[config.mk]
export PLATFORM = sky130hd
export DESIGN_NAME = sorted_priority_task_list_flat
export DESIGN_NICKNAME = d
export VERILOG_FILES = /design/src/rtl/spl_pkg.sv /design/src/rtl/spl_if.sv /design/src/rtl/spl_mem.sv /design/src/rtl/spl_ctrl.sv /design/src/rtl/sorted_priority_task_list.sv /design/src/flat_wrapper.sv
export SDC_FILE = /design/constraint.sdc
export NUM_CORES = 1
export LEC_CHECK = 0
export BUFFER_PORTS_ARGS = -buffer_cell sky130_fd_sc_hd__buf_2
export CAP_MARGIN = 10
export CORE_MARGIN = 5
export CORE_UTILIZATION = 58
export CTS_BUF_LIST = sky130_fd_sc_hd__clkbuf_2
export CTS_CLUSTER_SIZE = 40
export DETAILED_ROUTE_END_ITERATION = 8
export PLACE_DENSITY_LB_ADDON = 0.2
export SYNTH_ARGS = -nofsm -noshare
export SYNTH_HDL_FRONTEND = slang
export SYNTH_HIERARCHICAL = 1
export SYNTH_SLANG_ARGS = --single-unit
[constraint.sdc]
create_clock -name clk -period 5 [get_ports clk]
set_clock_uncertainty 0.2 [all_clocks]
set_input_delay 0.5 -clock clk [delete_from_list [all_inputs] [get_ports clk]]
set_output_delay 0.5 -clock clk [all_outputs]
set_load 0.1 [all_outputs]
[src/rtl/spl_pkg.sv]
// ----------------------------------------------------------------------------
// spl_pkg: shared types and codes of the sorted priority task list
// Holds the entry record, the operation and status codes and the sequencer
// state type; the control module uses them all, storage only the entry record.
// ----------------------------------------------------------------------------
package spl_pkg;

	// default number of list entries
	localparam int unsigned DEPTH_DEF = 16;

	// operation codes on the request channel
	localparam logic [1:0] FUNC_INSERT = 2'd0;
	localparam logic [1:0] FUNC_DELETE = 2'd1;
	localparam logic [1:0] FUNC_READ   = 2'd2;

	// status codes on the response channel
	localparam logic [1:0] ST_OK       = 2'd0;
	localparam logic [1:0] ST_FULL     = 2'd1;
	localparam logic [1:0] ST_NOTFOUND = 2'd2;
	localparam logic [1:0] ST_EMPTY    = 2'd3;

	// one stored task
	typedef struct packed {
		logic [15:0] id;
		logic [7:0]  prio;
		logic [15:0] tag;
	} entry_t;

	// sequencer states
	typedef enum logic [2:0] {
		S_IDLE,
		S_RD,
		S_CHK,
		S_PUT,
		S_DONE
	} seq_state_t;

endpackage

[src/rtl/spl_if.sv]
// ----------------------------------------------------------------------------
// spl_if: request and response channels of the sorted priority task list
// Valid/ready channels; a transfer happens on a clock edge with both high.
// ----------------------------------------------------------------------------
interface spl_req_if;
	logic        valid;
	logic        ready;
	logic [1:0]  func;
	logic [15:0] task_id;
	logic [7:0]  priority_req;
	logic [15:0] task_tag;
	logic [3:0]  position;

	modport source (output valid, func, task_id, priority_req, task_tag, position,
		input ready);
	modport sink (input valid, func, task_id, priority_req, task_tag, position,
		output ready);
endinterface

interface spl_rsp_if;
	logic        valid;
	logic        ready;
	logic [1:0]  status;
	logic [15:0] out_id;
	logic [7:0]  out_priority;
	logic [15:0] out_tag;
	logic [4:0]  count;

	modport source (output valid, status, out_id, out_priority, out_tag, count,
		input ready);
	modport sink (input valid, status, out_id, out_priority, out_tag, count,
		output ready);
endinterface

[src/rtl/spl_mem.sv]
// ----------------------------------------------------------------------------
// spl_mem: entry storage
// One write port and one read port; read data is registered, so it appears
// in the cycle after the address.
// ----------------------------------------------------------------------------
module spl_mem #(
	parameter int unsigned DEPTH = spl_pkg::DEPTH_DEF,
	parameter int unsigned AW    = $clog2(DEPTH)
) (
	input  logic              clk,
	input  logic              we,
	input  logic [AW-1:0]     waddr,
	input  spl_pkg::entry_t   wdata,
	input  logic [AW-1:0]     raddr,
	output spl_pkg::entry_t   rdata
);
	import spl_pkg::*;

	entry_t mem_q [DEPTH];

	// write port
	always_ff @(posedge clk) begin
		if (we) begin
			mem_q[waddr] <= wdata;
		end
	end

	// registered read port
	always_ff @(posedge clk) begin
		rdata <= mem_q[raddr];
	end

endmodule

[src/rtl/spl_ctrl.sv]
// ----------------------------------------------------------------------------
// spl_ctrl: list sequencer
// Walks the stored entries one read-compare-write step at a time: insert
// walks from the tail toward the head shifting larger entries up, delete
// walks from the head shifting entries down behind the match.
// ----------------------------------------------------------------------------
module spl_ctrl #(
	parameter int unsigned DEPTH = spl_pkg::DEPTH_DEF,
	parameter int unsigned AW    = $clog2(DEPTH),
	parameter int unsigned CW    = $clog2(DEPTH + 1)
) (
	input  logic              clk,
	input  logic              arst_n,
	spl_req_if.sink           req,
	spl_rsp_if.source         rsp,
	output logic              mem_we,
	output logic [AW-1:0]     mem_waddr,
	output spl_pkg::entry_t   mem_wdata,
	output logic [AW-1:0]     mem_raddr,
	input  spl_pkg::entry_t   mem_rdata
);
	import spl_pkg::*;

	seq_state_t    state_q, state_d;
	logic [CW-1:0] count_q, count_d;
	logic [CW-1:0] idx_q, idx_d;
	logic [AW-1:0] slot_q, slot_d;
	logic          found_q, found_d;
	logic [1:0]    func_q;
	entry_t        new_q;
	logic [1:0]    res_status_q, res_status_d;
	entry_t        res_data_q, res_data_d;
	logic          out_valid_q;
	logic [1:0]    out_status_q;
	entry_t        out_data_q;
	logic [4:0]    out_count_q;
	logic          req_xfer;
	logic          out_load;
	logic          pos_hit;
	logic          last_idx;

	assign req.ready = (state_q == S_IDLE);
	assign req_xfer  = req.valid && req.ready;
	assign out_load  = (state_q == S_DONE) && (!out_valid_q || rsp.ready);
	assign pos_hit   = 32'(req.position) < 32'(count_q);
	assign last_idx  = (idx_q == count_q - CW'(1));

	// hold the request fields for the walk
	always_ff @(posedge clk) begin
		if (req_xfer) begin
			func_q <= req.func;
			new_q  <= '{id: req.task_id, prio: req.priority_req, tag: req.task_tag};
		end
	end

	// sequencer state and walk registers
	always_ff @(posedge clk or negedge arst_n) begin
		if (!arst_n) begin
			state_q <= S_IDLE;
			count_q <= '0;
			idx_q   <= '0;
			slot_q  <= '0;
			found_q <= 1'b0;
		end else begin
			state_q <= state_d;
			count_q <= count_d;
			idx_q   <= idx_d;
			slot_q  <= slot_d;
			found_q <= found_d;
		end
	end

	// result staging
	always_ff @(posedge clk) begin
		res_status_q <= res_status_d;
		res_data_q   <= res_data_d;
	end

	// next state, memory access and result
	always_comb begin
		state_d      = state_q;
		count_d      = count_q;
		idx_d        = idx_q;
		slot_d       = slot_q;
		found_d      = found_q;
		res_status_d = res_status_q;
		res_data_d   = res_data_q;
		mem_we       = 1'b0;
		mem_waddr    = AW'(idx_q);
		mem_wdata    = mem_rdata;
		mem_raddr    = AW'(idx_q);
		case (state_q)
			S_IDLE: begin
				if (req_xfer) begin
					res_status_d = ST_OK;
					res_data_d   = '0;
					found_d      = 1'b0;
					case (req.func)
						FUNC_INSERT: begin
							if (count_q == CW'(DEPTH)) begin
								res_status_d = ST_FULL;
								state_d      = S_DONE;
							end else if (count_q == '0) begin
								slot_d  = '0;
								state_d = S_PUT;
							end else begin
								idx_d   = count_q - CW'(1);
								state_d = S_RD;
							end
						end
						FUNC_DELETE: begin
							if (count_q == '0) begin
								res_status_d = ST_EMPTY;
								state_d      = S_DONE;
							end else begin
								idx_d   = '0;
								state_d = S_RD;
							end
						end
						FUNC_READ: begin
							if (pos_hit) begin
								idx_d   = CW'(req.position);
								state_d = S_RD;
							end else begin
								res_status_d = ST_EMPTY;
								state_d      = S_DONE;
							end
						end
						default: begin
							state_d = S_DONE;
						end
					endcase
				end
			end
			S_RD: begin
				state_d = S_CHK;
			end
			S_CHK: begin
				case (func_q)
					FUNC_INSERT: begin
						// shift a larger entry up one place, or drop the new one in
						mem_we    = 1'b1;
						mem_waddr = AW'(idx_q + CW'(1));
						if (mem_rdata.prio > new_q.prio) begin
							mem_wdata = mem_rdata;
							if (idx_q == '0) begin
								slot_d  = '0;
								state_d = S_PUT;
							end else begin
								idx_d   = idx_q - CW'(1);
								state_d = S_RD;
							end
						end else begin
							mem_wdata = new_q;
							count_d   = count_q + CW'(1);
							state_d   = S_DONE;
						end
					end
					FUNC_DELETE: begin
						// past the match, move each entry down one place
						if (found_q) begin
							mem_we    = 1'b1;
							mem_waddr = AW'(idx_q - CW'(1));
							mem_wdata = mem_rdata;
						end else if (mem_rdata.id == new_q.id) begin
							found_d = 1'b1;
						end
						if (last_idx) begin
							if (found_d) begin
								count_d = count_q - CW'(1);
							end else begin
								res_status_d = ST_NOTFOUND;
							end
							state_d = S_DONE;
						end else begin
							idx_d   = idx_q + CW'(1);
							state_d = S_RD;
						end
					end
					default: begin
						res_data_d = mem_rdata;
						state_d    = S_DONE;
					end
				endcase
			end
			S_PUT: begin
				mem_we    = 1'b1;
				mem_waddr = slot_q;
				mem_wdata = new_q;
				count_d   = count_q + CW'(1);
				state_d   = S_DONE;
			end
			S_DONE: begin
				if (out_load) begin
					state_d = S_IDLE;
				end
			end
			default: begin
				state_d = S_IDLE;
			end
		endcase
	end

	// output register: holds a result until its transfer
	always_ff @(posedge clk or negedge arst_n) begin
		if (!arst_n) begin
			out_valid_q <= 1'b0;
		end else if (out_load) begin
			out_valid_q <= 1'b1;
		end else if (rsp.ready) begin
			out_valid_q <= 1'b0;
		end
	end

	always_ff @(posedge clk) begin
		if (out_load) begin
			out_status_q <= res_status_q;
			out_data_q   <= res_data_q;
			out_count_q  <= 5'(count_q);
		end
	end

	assign rsp.valid        = out_valid_q;
	assign rsp.status       = out_status_q;
	assign rsp.out_id       = out_data_q.id;
	assign rsp.out_priority = out_data_q.prio;
	assign rsp.out_tag      = out_data_q.tag;
	assign rsp.count        = out_count_q;

endmodule

[src/rtl/sorted_priority_task_list.sv]
// ----------------------------------------------------------------------------
// sorted_priority_task_list: bounded task list kept in priority order
// Usage:
//   req carries one operation per transfer: insert (task_id, priority_req,
//   task_tag), delete by task_id, or read at position. rsp returns exactly
//   one result per request: status, the entry read (zero otherwise) and the
//   entry count after the operation.
//   Inserts go behind all entries of equal priority; a full list refuses
//   with status full. Delete removes the first entry with a matching id.
// Walk: the sequencer walks the entry memory one entry at a time
//   (read, then compare and write back), one port each way. Insert
//   walks from the tail until it finds its place, delete walks every
//   entry, read visits one; refused or unused operations skip the walk.
//   One item is worked at a time.
// Reset: the count clears to zero; entry contents are left as they are.
// Stall: the result waits in an output register; the next request is
//   transferred meanwhile, and its result waits until the previous one
//   has been transferred.
// ----------------------------------------------------------------------------
module sorted_priority_task_list #(
	parameter int unsigned DEPTH = spl_pkg::DEPTH_DEF
) (
	input logic       clk,
	input logic       arst_n,
	spl_req_if.sink   req,
	spl_rsp_if.source rsp
);
	import spl_pkg::*;

	localparam int unsigned AW = $clog2(DEPTH);

	logic          mem_we;
	logic [AW-1:0] mem_waddr;
	entry_t        mem_wdata;
	logic [AW-1:0] mem_raddr;
	entry_t        mem_rdata;

	// sequencer
	spl_ctrl #(
		.DEPTH (DEPTH)
	) u_ctrl (
		.clk       (clk),
		.arst_n    (arst_n),
		.req       (req),
		.rsp       (rsp),
		.mem_we    (mem_we),
		.mem_waddr (mem_waddr),
		.mem_wdata (mem_wdata),
		.mem_raddr (mem_raddr),
		.mem_rdata (mem_rdata)
	);

	// entry storage
	spl_mem #(
		.DEPTH (DEPTH)
	) u_mem (
		.clk   (clk),
		.we    (mem_we),
		.waddr (mem_waddr),
		.wdata (mem_wdata),
		.raddr (mem_raddr),
		.rdata (mem_rdata)
	);

endmodule
[src/flat_wrapper.sv]
// flat-port wrapper written by rule: the top's interface ports become plain ports
module sorted_priority_task_list_flat import spl_pkg::*;
#(
	parameter int unsigned DEPTH = spl_pkg::DEPTH_DEF
)
  (clk, arst_n, req_valid, req_func, req_task_id, req_priority_req, req_task_tag, req_position, req_ready, rsp_valid, rsp_status, rsp_out_id, rsp_out_priority, rsp_out_tag, rsp_count, rsp_ready);
  spl_req_if req_i ();
  spl_rsp_if rsp_i ();
  input logic clk;
  input logic arst_n;
  input wire logic [$bits(req_i.valid)-1:0] req_valid;
  input wire logic [$bits(req_i.func)-1:0] req_func;
  input wire logic [$bits(req_i.task_id)-1:0] req_task_id;
  input wire logic [$bits(req_i.priority_req)-1:0] req_priority_req;
  input wire logic [$bits(req_i.task_tag)-1:0] req_task_tag;
  input wire logic [$bits(req_i.position)-1:0] req_position;
  output wire logic [$bits(req_i.ready)-1:0] req_ready;
  output wire logic [$bits(rsp_i.valid)-1:0] rsp_valid;
  output wire logic [$bits(rsp_i.status)-1:0] rsp_status;
  output wire logic [$bits(rsp_i.out_id)-1:0] rsp_out_id;
  output wire logic [$bits(rsp_i.out_priority)-1:0] rsp_out_priority;
  output wire logic [$bits(rsp_i.out_tag)-1:0] rsp_out_tag;
  output wire logic [$bits(rsp_i.count)-1:0] rsp_count;
  input wire logic [$bits(rsp_i.ready)-1:0] rsp_ready;
  assign req_i.valid = req_valid;
  assign req_i.func = req_func;
  assign req_i.task_id = req_task_id;
  assign req_i.priority_req = req_priority_req;
  assign req_i.task_tag = req_task_tag;
  assign req_i.position = req_position;
  assign req_ready = req_i.ready;
  assign rsp_valid = rsp_i.valid;
  assign rsp_status = rsp_i.status;
  assign rsp_out_id = rsp_i.out_id;
  assign rsp_out_priority = rsp_i.out_priority;
  assign rsp_out_tag = rsp_i.out_tag;
  assign rsp_count = rsp_i.count;
  assign rsp_i.ready = rsp_ready;
  sorted_priority_task_list #(.DEPTH(DEPTH)) u_core (.clk(clk), .arst_n(arst_n), .req(req_i), .rsp(rsp_i));
endmodule
==> summary.txt, run 1 <==
Detailed routing
  • Vias: 16600
  • Via density: 5.97
  • Post-route ant nets: 0
  • Wire length per cell: 25.0 um
  • Post-Route WL: 69500 um
  • Post-detailed-route DRC marker count: 0
  • DR iter-0 viols: 1574
  • Drt first pass iters: 5

Timing
  • Fmax: 220 MHz
  • Final critical-path share of the clock period: 0.909
  • TNS Setup: 0 ps
  • Final setup violation count: 0
  • Worst-Margin Slew: 1090 ps
  • Final Hold Fails: 0
  • Max-slew headroom: 0.275
  • Hold slack: 197 ps
  • Final Slew Violations: 0
  • RSZ-0062 raised after global routing: false
  • Crit path time final: 4550 ps

Worst setup path
  • Critical Path Sink Type: flop
  • Critical path type: flop to flop
  • Worst path max stage delay: 600 ps
  • Delay-heaviest family, CP: buffers and inverters
  • CP bufs+invs: 4
  • Critical-path cell list: inv_1 -> ha_1 -> a21o_1 -> a31oi_1 -> dlygate4sd3_1 -> o21ai_0 -> o21a_1 -> a2111oi_4 -> and3_1 -> dlygate4sd3_1 -> o21ai_1 -> dlygate4sd3_1
  • Critical path's slowest cell: a2111oi_4
  • CP max FO: 10
  • CP startpoint kind: flop
  • CP most frequent cell: dlygate4sd3_1
  • Arrival time of the worst setup path: 5610 ps
  • CP required: 6060 ps

Clock tree
  • Clock sink count: 826
  • Clock Tree Root: clkbuf_2
  • Max clock buf depth: 3
  • Cts bufs inserted: 197
  • Worst-Skew Late Latency: 1410 ps
  • CTS tree: built
  • H-tree Lvls: 4
  • Post-CTS sizing: 0
  • Clock-pin slew on the worst setup and hold paths: 110 ps

Floorplan
  • Core ar.: 54900 um^2
  • Die W: 245 um
  • Row Count: 86
  • Initial Util: 0.582
  • IO Pins: 99
  • Total die area: 59900 um^2
  • Die height: 245 um

Flow run
  • Max-Cap Viols: 0

Synth
  • Post-Synthesis Cells: 1539
  • Top FF cell, synth: edfxtp_1
  • Asr flop ratio synth: 0.0182
  • Yosys reg bits: 826
  • Mapped Area: 31900 um^2
  • Number of flops mapped to enable cells by yosys: 771
  • Synth Area per Inst: 20.8 um^2
  • Post-Synthesis Net Count: 1609
  • Sequential area share after synthesis: 0.762
  • Yosys warns: 6
  • Yosys cell types: 58

Final layout
  • Ratio of cells with drive above 1 in the final layout: 0.313
  • Filler cell count: 3675
  • Layout area overhead: 14.2%
  • Nets: 1975

Power and ir drop
  • Peak supply drop: 0.000402 V
  • Final Power: 20.6 mW
  • P_leak: 12.7 nW
  • Pwr dens: 565 nW/um^2

Global route
  • Number of global-route vias before repair: 17400
  • GRT overflow: 0
  • GR Util All Layers: 0.237
  • Largest net degree at the start of global routing: 110
  • First-pass GRT wire length: 105000 um
  • Initial antenna violation count: 2

Placed design
  • PortBufs: 98
  • Detailed Place HPWL: 37200 um
  • GPL Wtd Cong: 0.861

Worst hold path
  • Min-delay worst type: flop to flop

Run status
  • Outcome: complete, no violations
[path summary, 6_finish.rpt]
path | startpoint | to | slack (ps) | cells past startpoint
max in group asynchronous | arst_n | u_core/u_ctrl/idx_q[0]$_DFFE_PN0P_ | 3340 | 4
min | u_core/u_ctrl/res_data_q[31]$_SDFFCE_PN0P_ | u_core/u_ctrl/rsp.out_id[7]$_DFFE_PP_ | 200 | 0
min in group asynchronous | arst_n | u_core/u_ctrl/found_q$_DFFE_PN0P_ | 640 | 4
max | u_core/u_ctrl/count_q[2]$_DFFE_PN0P_ | u_core/u_ctrl/idx_q[3]$_DFFE_PN0P_ | 450 | 12
min reg2reg | u_core/u_ctrl/res_data_q[31]$_SDFFCE_PN0P_ | u_core/u_ctrl/rsp.out_id[7]$_DFFE_PP_ | 200 | 0
max reg2reg | u_core/u_ctrl/count_q[2]$_DFFE_PN0P_ | u_core/u_ctrl/idx_q[3]$_DFFE_PN0P_ | 450 | 12
[layout by cell type (no fill, tap or decap), drive strengths merged, types with 20 or more instances in the layout]
| cell type | n |
|---|---|
| a22oi | 80 |
| and3 | 42 |
| buf | 135 |
| clkbuf | 312 |
| clkinv | 40 |
| dfxtp | 40 |
| dlygate4sd3 | 116 |
| edfxtp | 771 |
| ha | 20 |
| inv | 28 |
| mux2 | 41 |
| mux4 | 160 |
| nand2 | 56 |
| nor2 | 39 |
| xnor2 | 26 |
[flip-flops by register name, summed over array words and instances (netlist names)]
signal and flops:
u_core/u_ctrl/count_q 5, u_core/u_ctrl/found_q 1, u_core/u_ctrl/func_q 2, u_core/u_ctrl/idx_q 5
u_core/u_ctrl/new_q 40, u_core/u_ctrl/res_data_q 40, u_core/u_ctrl/res_status_q 2, u_core/u_ctrl/rsp.count 5
u_core/u_ctrl/rsp.out_id 16, u_core/u_ctrl/rsp.out_priority 8, u_core/u_ctrl/rsp.out_tag 16, u_core/u_ctrl/rsp.status 2
u_core/u_ctrl/rsp.valid 1, u_core/u_ctrl/state_q 3, u_core/u_mem/mem_q 640, u_core/u_mem/rdata 40
[repair_timing]
item,CTS,global route
hold endpoints to repair,156,0
endpoints found under the setup margin,0,0
hold buffers,116,0
buffers inserted,0,0
[synthesized netlist by cell type, types with 9 or more instances]
master    instances  area share
mux4_1           60       0.049
buf_12           11      0.0069
dfrtp_1          15       0.012
mux4_2          100       0.071
and3_1           42      0.0082
dfxtp_1          40       0.025
nand3_1           9      0.0014
ha_1             20      0.0078
mux2_2           41       0.014
nand4_1           9      0.0018
a22oi_1          80       0.019
nand2_1          56      0.0066
clkbuf_1         49      0.0058
xnor2_1          26      0.0071
inv_1            26      0.0031
edfxtp_1        771        0.72
nor3_1           10      0.0016
buf_2            14      0.0022
o21ai_0          13      0.0020
a21oi_1          15      0.0024
nor2_1           39      0.0046
[layout make-up]
class / count / area, um^2 / share of cell area
clock buffer: 312 / 1560 / 0.0428
tap: 704 / 881 / 0.0242
clock inverter: 52 / 425 / 0.0117
timing repair buffer: 251 / 1990 / 0.0546
antenna: 2 / 5.00 / 0.000137
sequential: 826 / 24300 / 0.667
inverter: 26 / 97.6 / 0.00268
multi-input combinational: 603 / 7160 / 0.196
[logic make-up (layout without fill, tap and decap cells)]
logic type | Yosys count | in the layout | share of synthesized area
buf+inv | 110 | 641 | 0.0200
simple gates | 197 | 197 | 0.0314
mux | 204 | 204 | 0.135
other cells | 0 | 2 | 0
xor+xnor | 31 | 31 | 0.00983
fa+ha+maj | 20 | 20 | 0.00783
flops | 826 | 826 | 0.762
compound gates | 151 | 151 | 0.0340
[through the flow]
stage,utilization,area [um^2],instances,setup slack [ps]
global placement,0.607,33300,2294,1220
floorplan,-,32000,1539,332
finish,0.664,36500,2776,455
global route,0.664,36500,2776,133
CTS,0.664,36500,2774,444
detailed placement,0.607,33300,2294,1200
[layer usage]
metal	vias to the layer above	global-route usage	routed length [um]
li1	7262	-	-
met1	8522	0.329	28700
met2	691	0.375	34100
met3	93	0.0651	5500
met4	0	0.0761	1270
met5	-	0	0
[power by group]
group | switching [mW] | total (mW) | leakage [nW] | internal, mW
sequential | 0.523 | 9.81 | 7.55 | 9.29
clock | 2.60 | 4.63 | 1.49 | 2.02
combinational | 4.06 | 6.15 | 3.67 | 2.09
total | 7.18 | 20.6 | 12.7 | 13.4
No activity file was read; power rests on OpenSTA's default activity.
==> run 2: changes to the inputs <==
--- a/config.mk
+++ b/config.mk
@@ -8,8 +8,7 @@
 export BUFFER_PORTS_ARGS = -buffer_cell sky130_fd_sc_hd__buf_2
 export CAP_MARGIN = 10
 export CORE_MARGIN = 5
-export CORE_UTILIZATION = 58
-export CTS_BUF_LIST = sky130_fd_sc_hd__clkbuf_2
+export CORE_UTILIZATION = 56
 export CTS_CLUSTER_SIZE = 40
 export DETAILED_ROUTE_END_ITERATION = 8
 export PLACE_DENSITY_LB_ADDON = 0.2
==> run 2 against run 1 <==
Net effect: sequential power is essentially flat; routed wire length down 1.6%; maximum frequency increased by 9.0%; global-route usage is 1.7 points lower; via count is 5.0% lower; non-clock buffer count decreased by 60; first-iteration DRC count fell by 3.9%; critical path type unchanged; core utilization down 1.7 points; die area is 3.4% higher.
==> summary.txt, run 2 (synthesized netlist as in run 1, its figures left out) <==
Final layout
  • Largest register FFs: 640 (unchanged)
  • Commonest non-fill, non-tap cell in the layout: edfxtp_1
  • Final instance area: 36600 um^2 (+0.25%)
  • Commonest non-fill, non-tap cells in the layout: edfxtp_1 (771), mux4_2 (100), buf_2 (98)
  • Nets: 1800 (-8.9%)
  • Finished Layout Cells: 2554 (-8.0%)
  • Filler cell count: 3722 (+1.3%)
  • Area of the multi-input gates: 7160 um^2 (about the same)
  • Sequential Area: 24300 um^2 (unchanged)
  • Layout area overhead: 14.4%
  • Antenna diodes: 0 (-2)
  • Ratio of cells with drive above 1 in the final layout: 0.247 (-0.0651)
  • Largest Register: u_core/u_mem/mem_q

Global route
  • First-pass GRT wire length: 103000 um (-2.4%)
  • Initial antenna violation count: 1 (-1)
  • Largest net degree at the start of global routing: 61 (-45%)
  • GR Util All Layers: 0.220 (-0.0170)
  • GRT overflow: 0 (unchanged)
  • Number of global-route vias before repair: 15900 (-8.3%)

Detailed routing
  • Vias: 15700 (-5.0%)
  • Wire length per cell: 26.8 um (+7.0%)
  • Via density: 6.16 (+3.2%)
  • Post-Route WL: 68400 um (-1.6%)
  • DR iter-0 viols: 1512 (-3.9%)
  • Post-route ant nets: 0 (unchanged)
  • Drt first pass iters: 5 (unchanged)
  • Post-detailed-route DRC marker count: 0 (unchanged)

Power and ir drop
  • P_sw: 7.03 mW (-2.1%)
  • Peak supply drop: 0.000383 V (-4.7%)
  • Pwr dens: 596 nW/um^2 (+5.6%)
  • P_leak: 12.3 nW (-3.5%)
  • Sequential Power Share: 0.451 (-0.026)
  • P_int: 14.8 mW (+10%)
  • Net Sw Frac: 0.323 (-0.0263)
  • Clock power share: 0.270 (+0.045)
  • Logic pwr share: 0.279 (-0.020)

Worst setup path
  • CP most frequent cell: o22ai_1
  • CP bufs+invs: 1 (-3)
  • Critical path type: flop to flop
  • Critical path's slowest cell: nor2_4
  • Arrival time of the worst setup path: 4250 ps (-1360 ps)
  • CP required: 5080 ps (-980 ps)
  • Worst path max stage delay: 870 ps (+270 ps)
  • CP startpoint kind: flop
  • Delay-heaviest family, CP: simple AND/OR/NAND/NOR gates
  • CP max FO: 29 (+19)
  • Critical Path Sink Type: flop
  • Critical-path cell list: and2_1 -> o22ai_1 -> a221oi_1 -> o21a_1 -> a21oi_1 -> o22ai_1 -> nand3b_1 -> nor2_4 -> buf_4

Worst hold path
  • Min-delay worst type: input pin to flop

Clock tree
  • Clock Tree Root: clkbuf_16
  • Post-CTS sizing: 0 (unchanged)
  • Max clock buf depth: 3 (unchanged)
  • Postcts setup bufs: 0 (unchanged)
  • Clock-pin slew on the worst setup and hold paths: 60 ps (-50 ps)
  • Clock sink count: 826 (unchanged)
  • H-tree Lvls: 3 (-1)
  • CTS tree: built
  • Cts bufs inserted: 82 (-58%)
  • Worst-Skew Late Latency: 620 ps (-790 ps)

Timing
  • Worst-Margin Slew: 1120 ps (+34.9 ps)
  • Crit path time final: 4170 ps (-374 ps)
  • Final Slew Violations: 0 (unchanged)
  • Fmax: 240 MHz (+9.0%)
  • Max-slew headroom: 0.251 (-0.0248)
  • Final Hold Fails: 0 (unchanged)
  • Hold slack: 42.3 ps (-155 ps)
  • RSZ-0062 raised after global routing: false
  • TNS Setup: 0 ps (unchanged)
  • Final critical-path share of the clock period: 0.834 (-0.0748)
  • Final setup violation count: 0 (unchanged)

Floorplan
  • Total die area: 61900 um^2 (+3.4%)
  • Row Count: 87 (+1.2%)
  • Die height: 249 um (+1.7%)
  • Die W: 249 um (+1.7%)
  • Core ar.: 56500 um^2 (+2.9%)
  • IO Pins: 99 (unchanged)
  • Initial Util: 0.565 (-0.0167)

Placed design
  • PortBufs: 98 (unchanged)
  • GPL Wtd Cong: 0.860 (about the same)
  • Dpl cells: 2358 (+2.8%)
  • Area after DPL: 33500 um^2 (+0.60%)
  • Detailed Place HPWL: 37600 um (+1.0%)

Run status
  • Outcome: complete, no violations

Flow run
  • Max-Cap Viols: 0 (unchanged)
-- run 2: metrics by stage --
stage | setup WS [ps] | util | power [mW]
after CTS | 849 | 0.647 | 21.9
after floorplan | 332 | - | 14.3
after detailed placement | 923 | 0.593 | 16.0
after global placement | 1010 | 0.593 | 15.9
final | 828 | 0.647 | 21.8
after global routing | 602 | 0.647 | 22.8
-- run 2: final timing paths --
check | start | endpoint | slack, ps | cells past startpoint
worst max-delay path | u_core/u_ctrl/idx_q[0]$_DFFE_PN0P_ | u_core/u_mem/mem_q[9][10]$_DFFE_PP_ | 830 | 9
worst min-delay path | req_valid | u_core/u_ctrl/state_q[1]$_DFFE_PN0P_ | 40 | 3
worst max register to register | u_core/u_ctrl/idx_q[0]$_DFFE_PN0P_ | u_core/u_mem/mem_q[9][10]$_DFFE_PP_ | 830 | 9
worst min register to register | u_core/u_ctrl/res_data_q[2]$_SDFFCE_PN0P_ | u_core/u_ctrl/rsp.out_tag[2]$_DFFE_PP_ | 220 | 0
max in group asynchronous | arst_n | u_core/u_ctrl/idx_q[0]$_DFFE_PN0P_ | 4130 | 2
min in group asynchronous | arst_n | u_core/u_ctrl/idx_q[1]$_DFFE_PN0P_ | 140 | 2
-- run 2: power by group through the flow --
| stage | Clock (mW) | Sequential [mW] | Combinational [mW] |
|---|---|---|---|
| final | 5.89 | 9.82 | 6.08 |
| after global routing | 6.34 | 9.89 | 6.53 |
| after CTS | 6.02 | 9.82 | 6.10 |
| after detailed placement | 0 | 9.96 | 6.06 |
| after global placement | 0 | 9.94 | 5.92 |
| after floorplan | 0 | 10.3 | 4.00 |
-- run 2: layout make-up --
cell class	instances	area share
flip-flops and latches	826	0.666
well taps	756	0.0259
inverters	26	0.00267
clock buffers	114	0.0622
multi-input cells	603	0.196
clock inverters	38	0.00910
repair buffers	191	0.0386
-- run 2: worst min-delay path: stages --
cell and delay [ps]:
buf_2 110, o21ai_0 80, a21oi_1 120
-- run 2: layer usage --
metal | up-vias | global-route usage | wire (um)
met5 | - | 0 | 0
met4 | 0 | 0.0553 | 1170
met3 | 88 | 0.0406 | 5340
met2 | 666 | 0.348 | 32700
met1 | 8228 | 0.326 | 29200
li1 | 6753 | - | -
-- run 2: timing repair --
item	4_1_cts	5_1_grt
endpoints found under the setup margin	0	0
hold buffers	44	0
endpoints found under the hold margin	59	0
==> run 3: changes to the inputs <==
--- a/config.mk
+++ b/config.mk
@@ -8,7 +8,7 @@
 export BUFFER_PORTS_ARGS = -buffer_cell sky130_fd_sc_hd__buf_2
 export CAP_MARGIN = 10
 export CORE_MARGIN = 5
-export CORE_UTILIZATION = 56
+export CORE_UTILIZATION = 60
 export CTS_CLUSTER_SIZE = 40
 export DETAILED_ROUTE_END_ITERATION = 8
 export PLACE_DENSITY_LB_ADDON = 0.2
==> constraint.sdc (replaced) <==
create_clock -name clk -period 4 [get_ports clk]
set_clock_uncertainty 0.2 [all_clocks]
set_input_delay 0.4 -clock clk [delete_from_list [all_inputs] [get_ports clk]]
set_output_delay 0.4 -clock clk [all_outputs]
set_load 0.1 [all_outputs]
==> run 3 against run 2 <==
Net effect: routed wire length up 3.7%; flip-flop and latch count unchanged; maximum frequency rose by 18%; combinational power rose by 33%; cell count is 1.8% lower; sequential power increased by 23%; clock-buffer cell count down 4; die area decreased by 6.4%; power grew 29%; via count grew 1.1%; critical path depth increased by 1.
==> summary.txt, run 3 (synthesized netlist as in run 1, its figures left out) <==
Run status
  • Outcome: complete, no violations

Detailed routing
  • Post-Route WL: 70900 um (+3.7%)
  • Via density: 6.35 (+3.0%)
  • Post-detailed-route DRC marker count: 0 (unchanged)
  • Drt first pass iters: 5 (unchanged)
  • Post-route ant nets: 0 (unchanged)
  • Wire length per cell: 28.3 um (+5.7%)
  • DR iter-0 viols: 1644 (+8.7%)
  • Vias: 15900 (+1.1%)

Clock tree
  • CTS tree: built
  • Clock-pin slew on the worst setup and hold paths: 60 ps (about the same)
  • H-tree Lvls: 3 (unchanged)
  • Post-CTS sizing: 0 (unchanged)
  • Clock sink count: 826 (unchanged)
  • Postcts setup bufs: 0 (unchanged)
  • Clock Tree Root: clkbuf_16
  • Worst-Skew Late Latency: 630 ps (about the same)
  • Hold_buf cts: 45 (+2.3%)
  • Max clock buf depth: 3 (unchanged)
  • Cts bufs inserted: 82 (unchanged)

Timing
  • Final critical-path share of the clock period: 0.886 (+0.0514)
  • Worst-Margin Slew: 1050 ps (-76.8 ps)
  • Setup WS post-layout: 457 ps (-371 ps)
  • Final setup violation count: 0 (unchanged)
  • RSZ-0062 raised after global routing: false
  • Crit path time final: 3540 ps (-629 ps)
  • Final Hold Fails: 0 (unchanged)
  • Fmax: 282 MHz (+18%)
  • Final Slew Violations: 0 (unchanged)
  • Max-slew headroom: 0.303 (+0.0528)

Flow run
  • Max-Cap Viols: 0 (unchanged)

Global route
  • Number of global-route vias before repair: 16300 (+2.3%)
  • M3 GR Usage: 0.0610 (+0.0204)
  • GR peak layer: met2
  • GR Util All Layers: 0.249 (+0.0292)
  • GRT overflow: 0 (unchanged)
  • First-pass GRT wire length: 105000 um (+2.5%)
  • GRT met1 Usage: 0.364 (+0.0385)
  • Largest net degree at the start of global routing: 69 (+13%)
  • Initial antenna violation count: 1 (unchanged)
  • Met2 Usage GRT: 0.386 (+0.0377)

Floorplan
  • Total die area: 58000 um^2 (-6.4%)
  • Initial Util: 0.607 (+0.0412)
  • IO Pins: 99 (unchanged)
  • Core ar.: 52700 um^2 (-6.8%)
  • Die W: 241 um (-3.3%)
  • Row Count: 84 (-3.4%)
  • Die height: 241 um (-3.3%)

Worst setup path
  • Critical Path Sink Type: flop
  • CP required: 4060 ps (-1020 ps)
  • Arrival time of the worst setup path: 3600 ps (-650 ps)
  • Worst path max stage delay: 610 ps (-260 ps)
  • R2r endpoint: u_core/u_mem/mem_q[6][9]$_DFFE_PP_
  • Reg2reg path depth: 10 (+1)
  • Reg2reg start: u_core/u_ctrl/idx_q[0]$_DFFE_PN0P_
  • CP max FO: 30 (+3.4%)
  • CP startpoint kind: flop
  • Critical path's slowest cell: buf_4
  • Critical path type: flop to flop
  • Flop-to-flop setup slack: 460 ps (-370 ps)
  • Critical-path cell list: ha_1 -> and2_1 -> a21oi_1 -> o221ai_1 -> a21oi_1 -> o21ai_0 -> o21ai_0 -> nand3b_1 -> nor2_4 -> buf_4

Power and ir drop
  • Pwr dens: 764 nW/um^2 (+28%)
  • Peak supply drop: 0.000531 V (+39%)
  • Final Power: 28.2 mW (+29%)
  • P_sw: 9.15 mW (+30%)
  • Sequential Power Share: 0.430 (-0.021)
  • P_int: 19.1 mW (+29%)
  • Logic pwr share: 0.287 (+0.008)
  • Clock power share: 0.283 (+0.013)
  • Net Sw Frac: 0.324 (+0.00178)
  • P_leak: 12.5 nW (+1.7%)

Placed design
  • Worst slack, placed: 535 ps (-388 ps)
  • GPL Wtd Cong: 0.897 (+4.3%)
  • Area after DPL: 33600 um^2 (+0.34%)
  • PortBufs: 98 (unchanged)
  • Dpl cells: 2309 (-2.1%)
  • Detailed Place HPWL: 40700 um (+8.2%)

Final layout
  • Largest register FFs: 640 (unchanged)
  • Commonest non-fill, non-tap cells in the layout: edfxtp_1 (771), mux4_2 (100), buf_2 (98)
  • Commonest non-fill, non-tap cell in the layout: edfxtp_1
  • Final instance area: 36900 um^2 (+0.99%)
  • Nets: 1820 (+1.1%)
  • Final Util: 0.701 (+0.0541)
  • Finished Layout Cells: 2507 (-1.8%)
  • Filler cell count: 3091 (-17%)
  • Layout area overhead: 15.6%
  • Largest Register: u_core/u_mem/mem_q
  • Ratio of cells with drive above 1 in the final layout: 0.256 (+0.00828)

Worst hold path
  • Min-delay worst type: input pin to async pin
run 3: cell types whose count changed in the layout (fill, tap and decap cells not counted), moves of 2 or more:
cell / change
clkinv_1: +2
buf_12: +4
inv_6: -3
inv_16: +3
bufinv_16: +8
clkbuf_1: -3
buf_4: +15
clkinv_2: -6
run 3: power by group through the flow:
stage	logic (mW)	registers [mW]	clock network (mW)
2_1_floorplan	5.02	12.9	0
4_1_cts	8.10	12.1	8.11
5_1_grt	8.64	12.2	8.49
6_report	8.09	12.1	7.98
3_3_place_gp	7.83	12.3	0
3_5_place_dp	8.02	12.3	0
run 3: routing by layer:
metal  wire, um  part of all wire
met5          0                 0
met4       2080             0.029
met3       6170             0.087
met2      33500              0.47
met1      29200              0.41
run 3: final cells by class:
class                           instances  area, um^2  area share
Sequential cell                       826       24300       0.659
Tap cell                              688         861      0.0233
Antenna cell                            1        2.50   0.0000678
Clock inverter                         42         594      0.0161
Inverter                               26        97.6     0.00264
Multi-Input combinational cell        603        7160       0.194
Clock buffer                          110        2250      0.0609
Timing Repair Buffer                  211        1610      0.0437
run 3: through the flow:
stage	hold WS, ps	TNS (ps)
detailed placement	152	0
global placement	149	0
global route	52.1	0
floorplan	-95.6	-93710
CTS	4.45	0
finish	36.9	0
run 3: critical path: cells and delay by family, from the launching register on:
family / cells / cell delay (ps)
buf+inv: 1 / 610
fa+ha+maj: 1 / 230
simple gates: 3 / 810
flops: 1 / 500
compound gates: 5 / 770
run 3: worst max path at each step:
stage,end,depth (start not counted),from,slack (ps)
CTS,u_core/u_mem/mem_q[6][10]$_DFFE_PP_,10,u_core/u_ctrl/idx_q[0]$_DFFE_PN0P_,500
finish,u_core/u_mem/mem_q[6][9]$_DFFE_PP_,10,u_core/u_ctrl/idx_q[0]$_DFFE_PN0P_,460
floorplan,u_core/u_mem/mem_q[1][0]$_DFFE_PP_,10,u_core/u_ctrl/state_q[2]$_DFFE_PN0P_,-480
global placement,u_core/u_mem/mem_q[6][8]$_DFFE_PP_,10,u_core/u_ctrl/idx_q[0]$_DFFE_PN0P_,570
detailed placement,u_core/u_mem/mem_q[6][11]$_DFFE_PP_,10,u_core/u_ctrl/idx_q[0]$_DFFE_PN0P_,530
global route,u_core/u_mem/mem_q[6][10]$_DFFE_PP_,10,u_core/u_ctrl/idx_q[0]$_DFFE_PN0P_,250
